==> src/sv/table_driven_event_state_machine_unit_assert.svh <==
// ----------------------------------------------------------------------------
// Assertion macros for the table-driven event state machine
// Implication and next-cycle implication checks, reset-qualified.
// ----------------------------------------------------------------------------
`ifndef TABLE_DRIVEN_EVENT_STATE_MACHINE_UNIT_ASSERT_SVH
`define TABLE_DRIVEN_EVENT_STATE_MACHINE_UNIT_ASSERT_SVH

// same-cycle implication
`define TDESM_ASSERT_IMP(name, clk, rst_n, pre, post) \
    name: assert property (@(posedge clk) disable iff (!rst_n) (pre) |-> (post)) \
        else $error("assertion violated");

// next-cycle implication
`define TDESM_ASSERT_NXT(name, clk, rst_n, pre, post) \
    name: assert property (@(posedge clk) disable iff (!rst_n) (pre) |=> (post)) \
        else $error("assertion violated");

`endif

==> src/sv/tdesm_pkg.sv <==
// ----------------------------------------------------------------------------
// tdesm_pkg
// Shared types and codes of the table-driven event state machine.
// ----------------------------------------------------------------------------
`default_nettype none

package tdesm_pkg;

    localparam int DEF_MAX_STATES      = 16;
    localparam int DEF_MAX_TRANSITIONS = 64;

    localparam logic REG_DEFAULT_STATE = 1'b0;
    localparam logic REG_DEFAULT_EVENT = 1'b1;

    typedef enum logic [1:0] {
        OP_ADD_STATE = 2'd0,
        OP_ADD_TRANS = 2'd1,
        OP_FORCE     = 2'd2,
        OP_EVENT     = 2'd3
    } op_t;

    typedef enum logic [2:0] {
        ST_CHANGED        = 3'd0,
        ST_SAME           = 3'd1,
        ST_TARGET_MISSING = 3'd2,
        ST_NO_MATCH       = 3'd3,
        ST_NO_STATE       = 3'd4,
        ST_ACCEPTED       = 3'd5,
        ST_FULL           = 3'd6,
        ST_FORCE_MISSING  = 3'd7
    } status_t;

    typedef struct packed {
        op_t        op;
        logic [7:0] state_id;
        logic [7:0] event_id;
        logic [7:0] action_id;
        logic [7:0] next_state_id;
    } item_t;

    typedef struct packed {
        logic [7:0] transition_action;
        logic [7:0] entry_action;
        logic [7:0] current_state;
        logic       current_valid;
        status_t    status;
    } result_t;

    typedef struct packed {
        logic [7:0] default_state_id;
        logic [7:0] default_event_id;
    } cfg_t;

endpackage

`default_nettype wire

==> src/sv/tdesm_ram.sv <==
// ----------------------------------------------------------------------------
// tdesm_ram
// Simple dual-port synchronous RAM, one write port, one registered read port.
// ----------------------------------------------------------------------------
`default_nettype none

module tdesm_ram #(
    parameter int WIDTH = 8,
    parameter int DEPTH = 16,
    localparam int AW = $clog2(DEPTH)
) (
    input  wire logic             clk,
    input  wire logic             we,
    input  wire logic [AW-1:0]    waddr,
    input  wire logic [WIDTH-1:0] wdata,
    input  wire logic [AW-1:0]    raddr,
    output logic      [WIDTH-1:0] rdata
);

    logic [WIDTH-1:0] mem [DEPTH];

    always_ff @(posedge clk)
    begin
        if (we)
        begin
            mem[waddr] <= wdata;
        end
        rdata <= mem[raddr];
    end

endmodule

`default_nettype wire

==> src/sv/tdesm_seq.sv <==
// ----------------------------------------------------------------------------
// tdesm_seq
// Item sequencer: owns the state and transition memories, executes adds and
// forces, and scans the memories for event lookups.
// ----------------------------------------------------------------------------
`default_nettype none

module tdesm_seq #(
    parameter int MAX_STATES      = tdesm_pkg::DEF_MAX_STATES,
    parameter int MAX_TRANSITIONS = tdesm_pkg::DEF_MAX_TRANSITIONS
) (
    input  wire logic              clk,
    input  wire logic              rst_n,
    input  wire tdesm_pkg::cfg_t   cfg,
    input  wire logic              start,
    input  wire tdesm_pkg::item_t  item,
    output logic                   idle,
    output logic                   res_valid,
    input  wire logic              res_ready,
    output tdesm_pkg::result_t     res
);

    import tdesm_pkg::*;

    localparam int SW  = $clog2(MAX_STATES);
    localparam int TW  = $clog2(MAX_TRANSITIONS);
    localparam int SCW = $clog2(MAX_STATES + 1);
    localparam int TCW = $clog2(MAX_TRANSITIONS + 1);
    localparam int SDW = 16;
    localparam int TDW = 24 + SW;

    typedef enum logic [2:0] {
        S_IDLE,
        S_EXEC,
        S_TSCAN,
        S_RESOLVE,
        S_SSCAN,
        S_DONE
    } seq_state_t;

    seq_state_t     state_reg;
    item_t          item_reg;
    logic [SCW-1:0] st_cnt_reg;
    logic [TCW-1:0] tr_cnt_reg;
    logic           cur_ok_reg;
    logic [SW-1:0]  cur_slot_reg;
    logic [7:0]     cur_id_reg;
    logic           def_ok_reg;
    logic [SW-1:0]  def_slot_reg;

    logic [TCW-1:0] tidx_reg;
    logic [SCW-1:0] sidx_reg;
    logic [SW-1:0]  pidx_reg;
    logic           pend_reg;

    logic           dh_ok_reg;
    logic [7:0]     dh_act_reg;
    logic [7:0]     dh_nxt_reg;
    logic           ch_ok_reg;
    logic [7:0]     ch_act_reg;
    logic [7:0]     ch_nxt_reg;
    logic           fb_ok_reg;
    logic [7:0]     fb_act_reg;
    logic [7:0]     fb_nxt_reg;

    logic [7:0]     tgt_reg;
    logic           sf_ok_reg;
    logic [SW-1:0]  sf_slot_reg;
    logic [7:0]     sf_entry_reg;

    logic [7:0]     t_act_reg;
    logic [7:0]     e_act_reg;
    status_t        status_reg;

    logic           s_full;
    logic           t_full;
    logic           s_we;
    logic           t_we;
    logic [SDW-1:0] s_wdata;
    logic [TDW-1:0] t_wdata;
    logic [SDW-1:0] s_rdata;
    logic [TDW-1:0] t_rdata;
    logic [7:0]     s_id;
    logic [7:0]     s_entry;
    logic [7:0]     t_ev;
    logic [7:0]     t_act;
    logic [7:0]     t_nxt;
    logic [SW-1:0]  t_own;

    assign s_full  = (st_cnt_reg == SCW'(MAX_STATES));
    assign t_full  = (tr_cnt_reg == TCW'(MAX_TRANSITIONS));
    assign s_we    = (state_reg == S_EXEC) && (item_reg.op == OP_ADD_STATE) && !s_full;
    assign t_we    = (state_reg == S_EXEC) && (item_reg.op == OP_ADD_TRANS)
                     && cur_ok_reg && !t_full;
    assign s_wdata = {item_reg.state_id, item_reg.action_id};
    assign t_wdata = {item_reg.event_id, item_reg.action_id, item_reg.next_state_id,
                      cur_slot_reg};

    assign s_id    = s_rdata[15:8];
    assign s_entry = s_rdata[7:0];
    assign t_ev    = t_rdata[SW+16 +: 8];
    assign t_act   = t_rdata[SW+8 +: 8];
    assign t_nxt   = t_rdata[SW +: 8];
    assign t_own   = t_rdata[SW-1:0];

    // items are handled one at a time, so a read always follows the write
    // it depends on
    tdesm_ram #(
        .WIDTH (SDW),
        .DEPTH (MAX_STATES)
    ) u_state_ram (
        .clk   (clk),
        .we    (s_we),
        .waddr (st_cnt_reg[SW-1:0]),
        .wdata (s_wdata),
        .raddr (sidx_reg[SW-1:0]),
        .rdata (s_rdata)
    );

    tdesm_ram #(
        .WIDTH (TDW),
        .DEPTH (MAX_TRANSITIONS)
    ) u_trans_ram (
        .clk   (clk),
        .we    (t_we),
        .waddr (tr_cnt_reg[TW-1:0]),
        .wdata (t_wdata),
        .raddr (tidx_reg[TW-1:0]),
        .rdata (t_rdata)
    );

    always_ff @(posedge clk or negedge rst_n)
    begin
        if (!rst_n)
        begin
            state_reg    <= S_IDLE;
            item_reg     <= '0;
            st_cnt_reg   <= '0;
            tr_cnt_reg   <= '0;
            cur_ok_reg   <= 1'b0;
            cur_slot_reg <= '0;
            cur_id_reg   <= '0;
            def_ok_reg   <= 1'b0;
            def_slot_reg <= '0;
            tidx_reg     <= '0;
            sidx_reg     <= '0;
            pidx_reg     <= '0;
            pend_reg     <= 1'b0;
            dh_ok_reg    <= 1'b0;
            dh_act_reg   <= '0;
            dh_nxt_reg   <= '0;
            ch_ok_reg    <= 1'b0;
            ch_act_reg   <= '0;
            ch_nxt_reg   <= '0;
            fb_ok_reg    <= 1'b0;
            fb_act_reg   <= '0;
            fb_nxt_reg   <= '0;
            tgt_reg      <= '0;
            sf_ok_reg    <= 1'b0;
            sf_slot_reg  <= '0;
            sf_entry_reg <= '0;
            t_act_reg    <= '0;
            e_act_reg    <= '0;
            status_reg   <= ST_ACCEPTED;
        end
        else
        begin
            unique case (state_reg)
                S_IDLE:
                begin
                    if (start)
                    begin
                        item_reg  <= item;
                        state_reg <= S_EXEC;
                    end
                end

                S_EXEC:
                begin
                    t_act_reg <= '0;
                    e_act_reg <= '0;
                    tidx_reg  <= '0;
                    sidx_reg  <= '0;
                    pend_reg  <= 1'b0;
                    dh_ok_reg <= 1'b0;
                    ch_ok_reg <= 1'b0;
                    fb_ok_reg <= 1'b0;
                    sf_ok_reg <= 1'b0;
                    tgt_reg   <= item_reg.state_id;
                    unique case (item_reg.op)
                        OP_ADD_STATE:
                        begin
                            if (s_full)
                            begin
                                status_reg <= ST_FULL;
                            end
                            else
                            begin
                                cur_slot_reg <= st_cnt_reg[SW-1:0];
                                cur_id_reg   <= item_reg.state_id;
                                cur_ok_reg   <= 1'b1;
                                if (item_reg.state_id == cfg.default_state_id)
                                begin
                                    def_slot_reg <= st_cnt_reg[SW-1:0];
                                    def_ok_reg   <= 1'b1;
                                end
                                st_cnt_reg <= st_cnt_reg + 1'b1;
                                status_reg <= ST_ACCEPTED;
                            end
                            state_reg <= S_DONE;
                        end
                        OP_ADD_TRANS:
                        begin
                            priority if (!cur_ok_reg)
                            begin
                                status_reg <= ST_NO_STATE;
                            end
                            else if (t_full)
                            begin
                                status_reg <= ST_FULL;
                            end
                            else
                            begin
                                tr_cnt_reg <= tr_cnt_reg + 1'b1;
                                status_reg <= ST_ACCEPTED;
                            end
                            state_reg <= S_DONE;
                        end
                        OP_FORCE:
                        begin
                            state_reg <= S_SSCAN;
                        end
                        OP_EVENT:
                        begin
                            if (!cur_ok_reg)
                            begin
                                status_reg <= ST_NO_STATE;
                                state_reg  <= S_DONE;
                            end
                            else
                            begin
                                state_reg <= S_TSCAN;
                            end
                        end
                    endcase
                end

                S_TSCAN:
                begin
                    // read issued from tidx, compared in the next cycle
                    if (tidx_reg < tr_cnt_reg)
                    begin
                        tidx_reg <= tidx_reg + 1'b1;
                        pend_reg <= 1'b1;
                    end
                    else
                    begin
                        pend_reg <= 1'b0;
                        if (!pend_reg)
                        begin
                            state_reg <= S_RESOLVE;
                        end
                    end
                    if (pend_reg)
                    begin
                        if (def_ok_reg && (t_own == def_slot_reg)
                            && (t_ev == item_reg.event_id))
                        begin
                            dh_ok_reg  <= 1'b1;
                            dh_act_reg <= t_act;
                            dh_nxt_reg <= t_nxt;
                        end
                        if (t_own == cur_slot_reg)
                        begin
                            priority if (t_ev == item_reg.event_id)
                            begin
                                ch_ok_reg  <= 1'b1;
                                ch_act_reg <= t_act;
                                ch_nxt_reg <= t_nxt;
                            end
                            else if (t_ev == cfg.default_event_id)
                            begin
                                fb_ok_reg  <= 1'b1;
                                fb_act_reg <= t_act;
                                fb_nxt_reg <= t_nxt;
                            end
                        end
                    end
                end

                S_RESOLVE:
                begin
                    priority if (dh_ok_reg || ch_ok_reg || fb_ok_reg)
                    begin
                        logic [7:0] nxt;
                        logic [7:0] act;
                        priority if (dh_ok_reg)
                        begin
                            nxt = dh_nxt_reg;
                            act = dh_act_reg;
                        end
                        else if (ch_ok_reg)
                        begin
                            nxt = ch_nxt_reg;
                            act = ch_act_reg;
                        end
                        else
                        begin
                            nxt = fb_nxt_reg;
                            act = fb_act_reg;
                        end
                        t_act_reg <= act;
                        tgt_reg   <= nxt;
                        if (nxt == cur_id_reg)
                        begin
                            status_reg <= ST_SAME;
                            state_reg  <= S_DONE;
                        end
                        else
                        begin
                            state_reg <= S_SSCAN;
                        end
                    end
                    else
                    begin
                        status_reg <= ST_NO_MATCH;
                        state_reg  <= S_DONE;
                    end
                end

                S_SSCAN:
                begin
                    if (sidx_reg < st_cnt_reg)
                    begin
                        sidx_reg <= sidx_reg + 1'b1;
                        pidx_reg <= sidx_reg[SW-1:0];
                        pend_reg <= 1'b1;
                    end
                    else
                    begin
                        pend_reg <= 1'b0;
                    end
                    if (pend_reg && (s_id == tgt_reg))
                    begin
                        sf_ok_reg    <= 1'b1;
                        sf_slot_reg  <= pidx_reg;
                        sf_entry_reg <= s_entry;
                    end
                    if (!pend_reg && !(sidx_reg < st_cnt_reg))
                    begin
                        if (sf_ok_reg)
                        begin
                            cur_slot_reg <= sf_slot_reg;
                            cur_id_reg   <= tgt_reg;
                            cur_ok_reg   <= 1'b1;
                            e_act_reg    <= sf_entry_reg;
                            status_reg   <= ST_CHANGED;
                        end
                        else if (item_reg.op == OP_FORCE)
                        begin
                            status_reg <= ST_FORCE_MISSING;
                        end
                        else
                        begin
                            status_reg <= ST_TARGET_MISSING;
                        end
                        state_reg <= S_DONE;
                    end
                end

                S_DONE:
                begin
                    if (res_ready)
                    begin
                        state_reg <= S_IDLE;
                    end
                end

                default:
                begin
                    state_reg <= S_IDLE;
                end
            endcase
        end
    end

    assign idle      = (state_reg == S_IDLE);
    assign res_valid = (state_reg == S_DONE);

    always_comb
    begin
        res.transition_action = t_act_reg;
        res.entry_action      = e_act_reg;
        res.current_state     = cur_ok_reg ? cur_id_reg : 8'd0;
        res.current_valid     = cur_ok_reg;
        res.status            = status_reg;
    end

endmodule

`default_nettype wire

==> src/sv/table_driven_event_state_machine_unit.sv <==
// ----------------------------------------------------------------------------
// table_driven_event_state_machine_unit
// Programmable table-driven state machine with APB register access.
// ----------------------------------------------------------------------------
// Items arrive on the item channel (item_valid / item_stall); each carries an
// operation: add state, add transition, force state or process event. Every
// item yields exactly one result on the result channel (result_valid /
// result_stall) with the transition action, entry action, current state and
// a status code.
// Add state and add transition are executed and go straight to the result
// register. Force state scans the state memory; process event scans the
// transition memory and, when the next state differs, the state memory:
// both scan their memory one entry per cycle through a single read port.
// One item is in work at a time.
// A finished result sits in the output register; the next item is accepted
// while it waits. If the receiver keeps stalling, the sequencer holds its
// next result and item_stall stays high until the register frees.
// Reset empties both tables (fill counts), clears the current and default
// state and sets both configuration registers to 255. No clearing pass.
// Configuration: default_state_id at 0x0, default_event_id at 0x4.
// ----------------------------------------------------------------------------
`default_nettype none

module table_driven_event_state_machine_unit #(
    parameter int MAX_STATES      = tdesm_pkg::DEF_MAX_STATES,
    parameter int MAX_TRANSITIONS = tdesm_pkg::DEF_MAX_TRANSITIONS
) (
    input  wire logic        clk,
    input  wire logic        rst_n,

    input  wire logic        psel,
    input  wire logic        penable,
    input  wire logic        pwrite,
    input  wire logic [2:0]  paddr,
    input  wire logic [31:0] pwdata,
    output logic      [31:0] prdata,
    output logic             pready,

    input  wire logic        item_valid,
    output logic             item_stall,
    input  wire logic [1:0]  operation,
    input  wire logic [7:0]  state_id,
    input  wire logic [7:0]  event_id,
    input  wire logic [7:0]  action_id,
    input  wire logic [7:0]  next_state_id,

    output logic             result_valid,
    input  wire logic        result_stall,
    output logic      [7:0]  transition_action,
    output logic      [7:0]  entry_action,
    output logic      [7:0]  current_state,
    output logic             current_valid,
    output logic      [2:0]  status
);

    import tdesm_pkg::*;

    logic       def_state_sel;
    logic [7:0] default_state_reg;
    logic [7:0] default_event_reg;
    cfg_t       cfg;
    item_t      item;
    result_t    res;
    logic       seq_idle;
    logic       seq_res_valid;
    logic       out_free;
    logic       out_valid_reg;
    result_t    out_reg;
    logic       cfg_wr;

    assign pready = 1'b1;
    assign cfg_wr = psel && penable && pwrite;

    always_ff @(posedge clk or negedge rst_n)
    begin
        if (!rst_n)
        begin
            default_state_reg <= 8'd255;
            default_event_reg <= 8'd255;
        end
        else if (cfg_wr)
        begin
            if (paddr[2] == REG_DEFAULT_STATE)
            begin
                default_state_reg <= pwdata[7:0];
            end
            else
            begin
                default_event_reg <= pwdata[7:0];
            end
        end
    end

    assign def_state_sel = (paddr[2] == REG_DEFAULT_STATE);
    assign prdata = {24'd0, def_state_sel ? default_state_reg : default_event_reg};

    assign cfg.default_state_id = default_state_reg;
    assign cfg.default_event_id = default_event_reg;

    assign item.op            = op_t'(operation);
    assign item.state_id      = state_id;
    assign item.event_id      = event_id;
    assign item.action_id     = action_id;
    assign item.next_state_id = next_state_id;

    assign out_free   = !out_valid_reg || !result_stall;
    assign item_stall = !seq_idle;

    tdesm_seq #(
        .MAX_STATES      (MAX_STATES),
        .MAX_TRANSITIONS (MAX_TRANSITIONS)
    ) u_seq (
        .clk       (clk),
        .rst_n     (rst_n),
        .cfg       (cfg),
        .start     (item_valid),
        .item      (item),
        .idle      (seq_idle),
        .res_valid (seq_res_valid),
        .res_ready (out_free),
        .res       (res)
    );

    always_ff @(posedge clk or negedge rst_n)
    begin
        if (!rst_n)
        begin
            out_valid_reg <= 1'b0;
            out_reg       <= '0;
        end
        else if (out_free)
        begin
            out_valid_reg <= seq_res_valid;
            if (seq_res_valid)
            begin
                out_reg <= res;
            end
        end
    end

    assign result_valid      = out_valid_reg;
    assign transition_action = out_reg.transition_action;
    assign entry_action      = out_reg.entry_action;
    assign current_state     = out_reg.current_state;
    assign current_valid     = out_reg.current_valid;
    assign status            = out_reg.status;

`include "table_driven_event_state_machine_unit_assert.svh"

    `TDESM_ASSERT_NXT(a_busy_after_accept, clk, rst_n, item_valid && !item_stall, item_stall)
    `TDESM_ASSERT_IMP(a_no_state_invalid, clk, rst_n,
                      result_valid && (status == ST_NO_STATE), !current_valid)
    `TDESM_ASSERT_IMP(a_entry_only_on_change, clk, rst_n,
                      result_valid && (status != ST_CHANGED), entry_action == 8'd0)
    `TDESM_ASSERT_IMP(a_state_zero_when_none, clk, rst_n,
                      result_valid && !current_valid, current_state == 8'd0)

endmodule

`default_nettype wire

==> config.mk <==
export PLATFORM = sky130hd
export DESIGN_NAME = table_driven_event_state_machine_unit
export DESIGN_NICKNAME = d
export VERILOG_FILES = /design/src/sv/tdesm_pkg.sv /design/src/sv/tdesm_ram.sv /design/src/sv/tdesm_seq.sv /design/src/sv/table_driven_event_state_machine_unit.sv
export VERILOG_INCLUDE_DIRS = /design/src /design/src/sv
export SDC_FILE = /design/constraint.sdc
export NUM_CORES = 2
export LEC_CHECK = 0
export BUFFER_PORTS_ARGS = -buffer_cell sky130_fd_sc_hd__buf_2
export CAP_MARGIN = 20
export CORE_ASPECT_RATIO = 1.2
export CORE_MARGIN = 2
export CORE_UTILIZATION = 50
export DETAILED_ROUTE_END_ITERATION = 12
export PLACE_DENSITY = 0.66
export SLEW_MARGIN = 10
export SYNTH_ARGS = -nofsm -noshare
export SYNTH_HDL_FRONTEND = slang
export SYNTH_HIERARCHICAL = 1
export SYNTH_SLANG_ARGS = --single-unit
==> constraint.sdc <==
create_clock -name clk -period 8.97 [get_ports clk]
set_input_delay 1.794 -clock clk [delete_from_list [all_inputs] [get_ports clk]]
set_output_delay 1.794 -clock clk [all_outputs]
set_load 0.1 [all_outputs]
==> results.py <==
metrics = {
    "pwr": {
        "power_mw": 28.9,
        "vdd_drop_max_uv": 238,
        "pwr_density_cell_nw_per_um2": 287,
        "p_leak_nw": 31.9,
    },
    "sta": {
        "finClkSkew_ns": 0.0377,
        "fin_crit_sh_pct": 50.9,
        "fmax_mhz": 219,
        "maxSlewHeadroom_pct": 17.0,
        "hold_violations": 0,
        "rsz0062_at_grt": "false",
        "timing.hold.ws_ns": 0.461,
        "finalSetupViolCount": 0,
        "maxSlewViolCount": 0,
        "period_needed_ns": 4.56,
        "tightest_slew_ns": 1.23,
        "finalSetupTns_ns": 0,
    },
    "final_layout": {
        "fin_nets": 4685,
        "multi_input_area_um2": 20900,
        "syn_to_final_growth_pct": 12.2,
        "seqCellArea_um2": 68000,
        "drive_gt1_share_pct": 25.7,
        "fill_cells": 13158,
        "largest_reg_flops": 1792,
    },
    "job": {
        "drv_cap": 0,
    },
    "place": {
        "gp_congestion": 0.847,
        "dp_hpwl_mm": 118,
        "port_buffers": 87,
    },
    "synthesis": {
        "synth.avg_cell_area_um2": 20.5,
        "synth_edf_count": 2048,
        "synth-seq-cells": 2312,
        "syn_inst": 4383,
        "synth_ff_type": "edfxtp_1",
        "synth_common_cells": "edfxtp_1 (2,048), mux4_2 (430), mux2i_1 (280), dfrtp_1 (202), nor2_1 (139)",
        "syn-cell-area_um2": 89700,
        "synth_largest_area_cell": "edfxtp_1",
        "synthTopCellsByArea": "edfxtp_1 (69%), mux4_2 (11%), dfrtp_1 (5.6%), mux2i_1 (3.1%), mux2_2 (1.1%)",
        "synth_top_area_share_pct": 68.5,
        "synth_cell_types": 67,
        "synth_seq_area_share_pct": 75.7,
        "synth.most_common_cell": "edfxtp_1",
        "ys_warn_count": 6,
        "async_reset_ff_share_pct": 9.52,
    },
    "grt": {
        "gr-usage-all-layers_pct": 23.1,
        "grt_pass1_wl_mm": 303,
        "grt_pass1_vias": 43337,
        "grt_overflow": 0,
        "antenna_found_initial": 7,
        "grt_max_degree": 113,
    },
    "setup_path": {
        "crit_type": "reg2reg",
        "cp_max_fo": 28,
        "critPathBufInv": 1,
        "critPathRequiredTime_ns": 9.40,
        "critical_path.top_delay_family": "simple AND/OR/NAND/NOR gates",
        "cpPeakStageDelay_ns": 1.00,
        "cp_common_cell": "nand2_1",
        "reg2reg_slack_ns": 4.41,
        "path_cells": "nor2b_1 > nand2_1 > nor2_1 > buf_4 > nand2_1 > nor2_1 > nand2_1 > nor2_4",
        "start_kind": "flop",
        "cp_slowest_cell": "nor2_4",
        "endpoint_kind": "flop",
        "worst_ep_arrival_time_ns": 4.99,
    },
    "clock_tree": {
        "cts.sinks": 2312,
        "cts_buffer_depth": 3,
        "postCtsSetupBuffers": 0,
        "clk_pin_slew_ns": 0.07,
        "cts_resized": 0,
        "cts_made_buffers": 215,
        "cts-root-buf": "clkbuf_16",
        "clock_latency_ns": 0.85,
        "cts_tree": "yes",
        "ctsHoldBuffers": 0,
        "htree_num_levels": 4,
    },
    "floorplanning": {
        "die-area_um2": 183000,
        "start_util_pct": 50.2,
        "core-area_um2": 179000,
        "ios": 139,
        "die_w_um": 391,
        "die_h_um": 468,
        "rows": 170,
    },
    "detailed_routing": {
        "viasPerCell": 6.15,
        "wl_per_cell_um": 29.8,
        "dr_total_vias": 43616,
        "postRouteAntennaNets": 0,
        "drtPass1Iterations": 5,
        "drt_iter0_markers": 4831,
        "drt-total-wl_mm": 211,
        "drc": 0,
    },
    "status": {
        "status": "finished clean",
    },
    "worst_hold_path": {
        "hold_class": "reg2reg",
    },
}
## cells in the final DEF, fill, tap and decap left out, drive strengths merged, types with 17 or more instances in the layout
cell,instances
a21oi,26
nor2,140
inv,26
and3,21
o31ai,22
o21ai,60
mux4,440
clkinv,87
mux2,157
buf,227
edfxtp,2048
nand3,20
conb,25
clkbuf,283
a22oi,129
nand2,92
mux2i,280
a31oi,68
dfstp,18
xnor2,22
xor2,40
dfrtp,202
nand4,17
bufinv,17
a21o,24
dfxtp,44
o22ai,70
## kinds of logic after synthesis
group / Yosys count / share of synthesized area, %
and+or+nand+nor: 391 / 2.17
AOI/OAI and AO/OA: 441 / 3.31
buffers and inverters: 282 / 1.73
other: 2 / 0.00837
xor gates and xnor gates: 62 / 0.605
adders and majority gates: 16 / 0.223
muxes: 877 / 16.3
DFF: 2312 / 75.7
## power by group
group / total (mW) / switching [mW] / internal (mW)
Sequential: 14.3 / 0.734 / 13.6
Clock: 8.88 / 3.85 / 5.03
Combinational: 5.72 / 3.68 / 2.05
## per-stage QoR
stage	cells	util, %	setup slack, ns	cell area [um^2]
3_3_place_gp	6671	52.2	4.41	93200
3_5_place_dp	6681	52.3	4.45	93400
4_1_cts	7074	56.1	4.40	100000
5_1_grt	7092	56.3	4.11	101000
2_1_floorplan	4406	-	4.70	89800
6_report	7094	56.3	4.41	101000
## area by class of cell
cell class | count | share of cell area [%]
Clock inverter | 115 | 1.06
Clock buffer | 278 | 5.75
Tap cell | 2322 | 2.89
Inverter | 20 | 0.0746
Antenna cell | 3 | 0.00746
Multi-Input combinational cell | 1812 | 20.8
Timing Repair Buffer | 232 | 1.90
Sequential cell | 2312 | 67.5
## path summary, 6_finish.rpt
check	start	endpoint	cells after the start
worst max-delay path	u_seq/state_reg[0]	u_seq/u_trans_ram/mem[47][27]	8
worst min-delay path	u_seq/u_state_ram/rdata[2]	u_seq/sf_entry_reg[2]	1
worst max register to register	u_seq/state_reg[0]	u_seq/u_trans_ram/mem[47][27]	8
worst min register to register	u_seq/u_state_ram/rdata[2]	u_seq/sf_entry_reg[2]	1
max in group asynchronous	rst_n	u_seq/item_reg[23]	2
min in group asynchronous	rst_n	entry_action[5]	1
## per-layer routing
metal | GRT usage, % | wire (um) | vias to the layer above
met2 | 39.7 | 108000 | 1612
met5 | 0 | 0 | -
met1 | 30.1 | 82900 | 23308
met4 | 7.62 | 6610 | 0
met3 | 3.78 | 13500 | 343
li1 | - | - | 18353
Note: power is estimated with default switching activity, not from simulation.
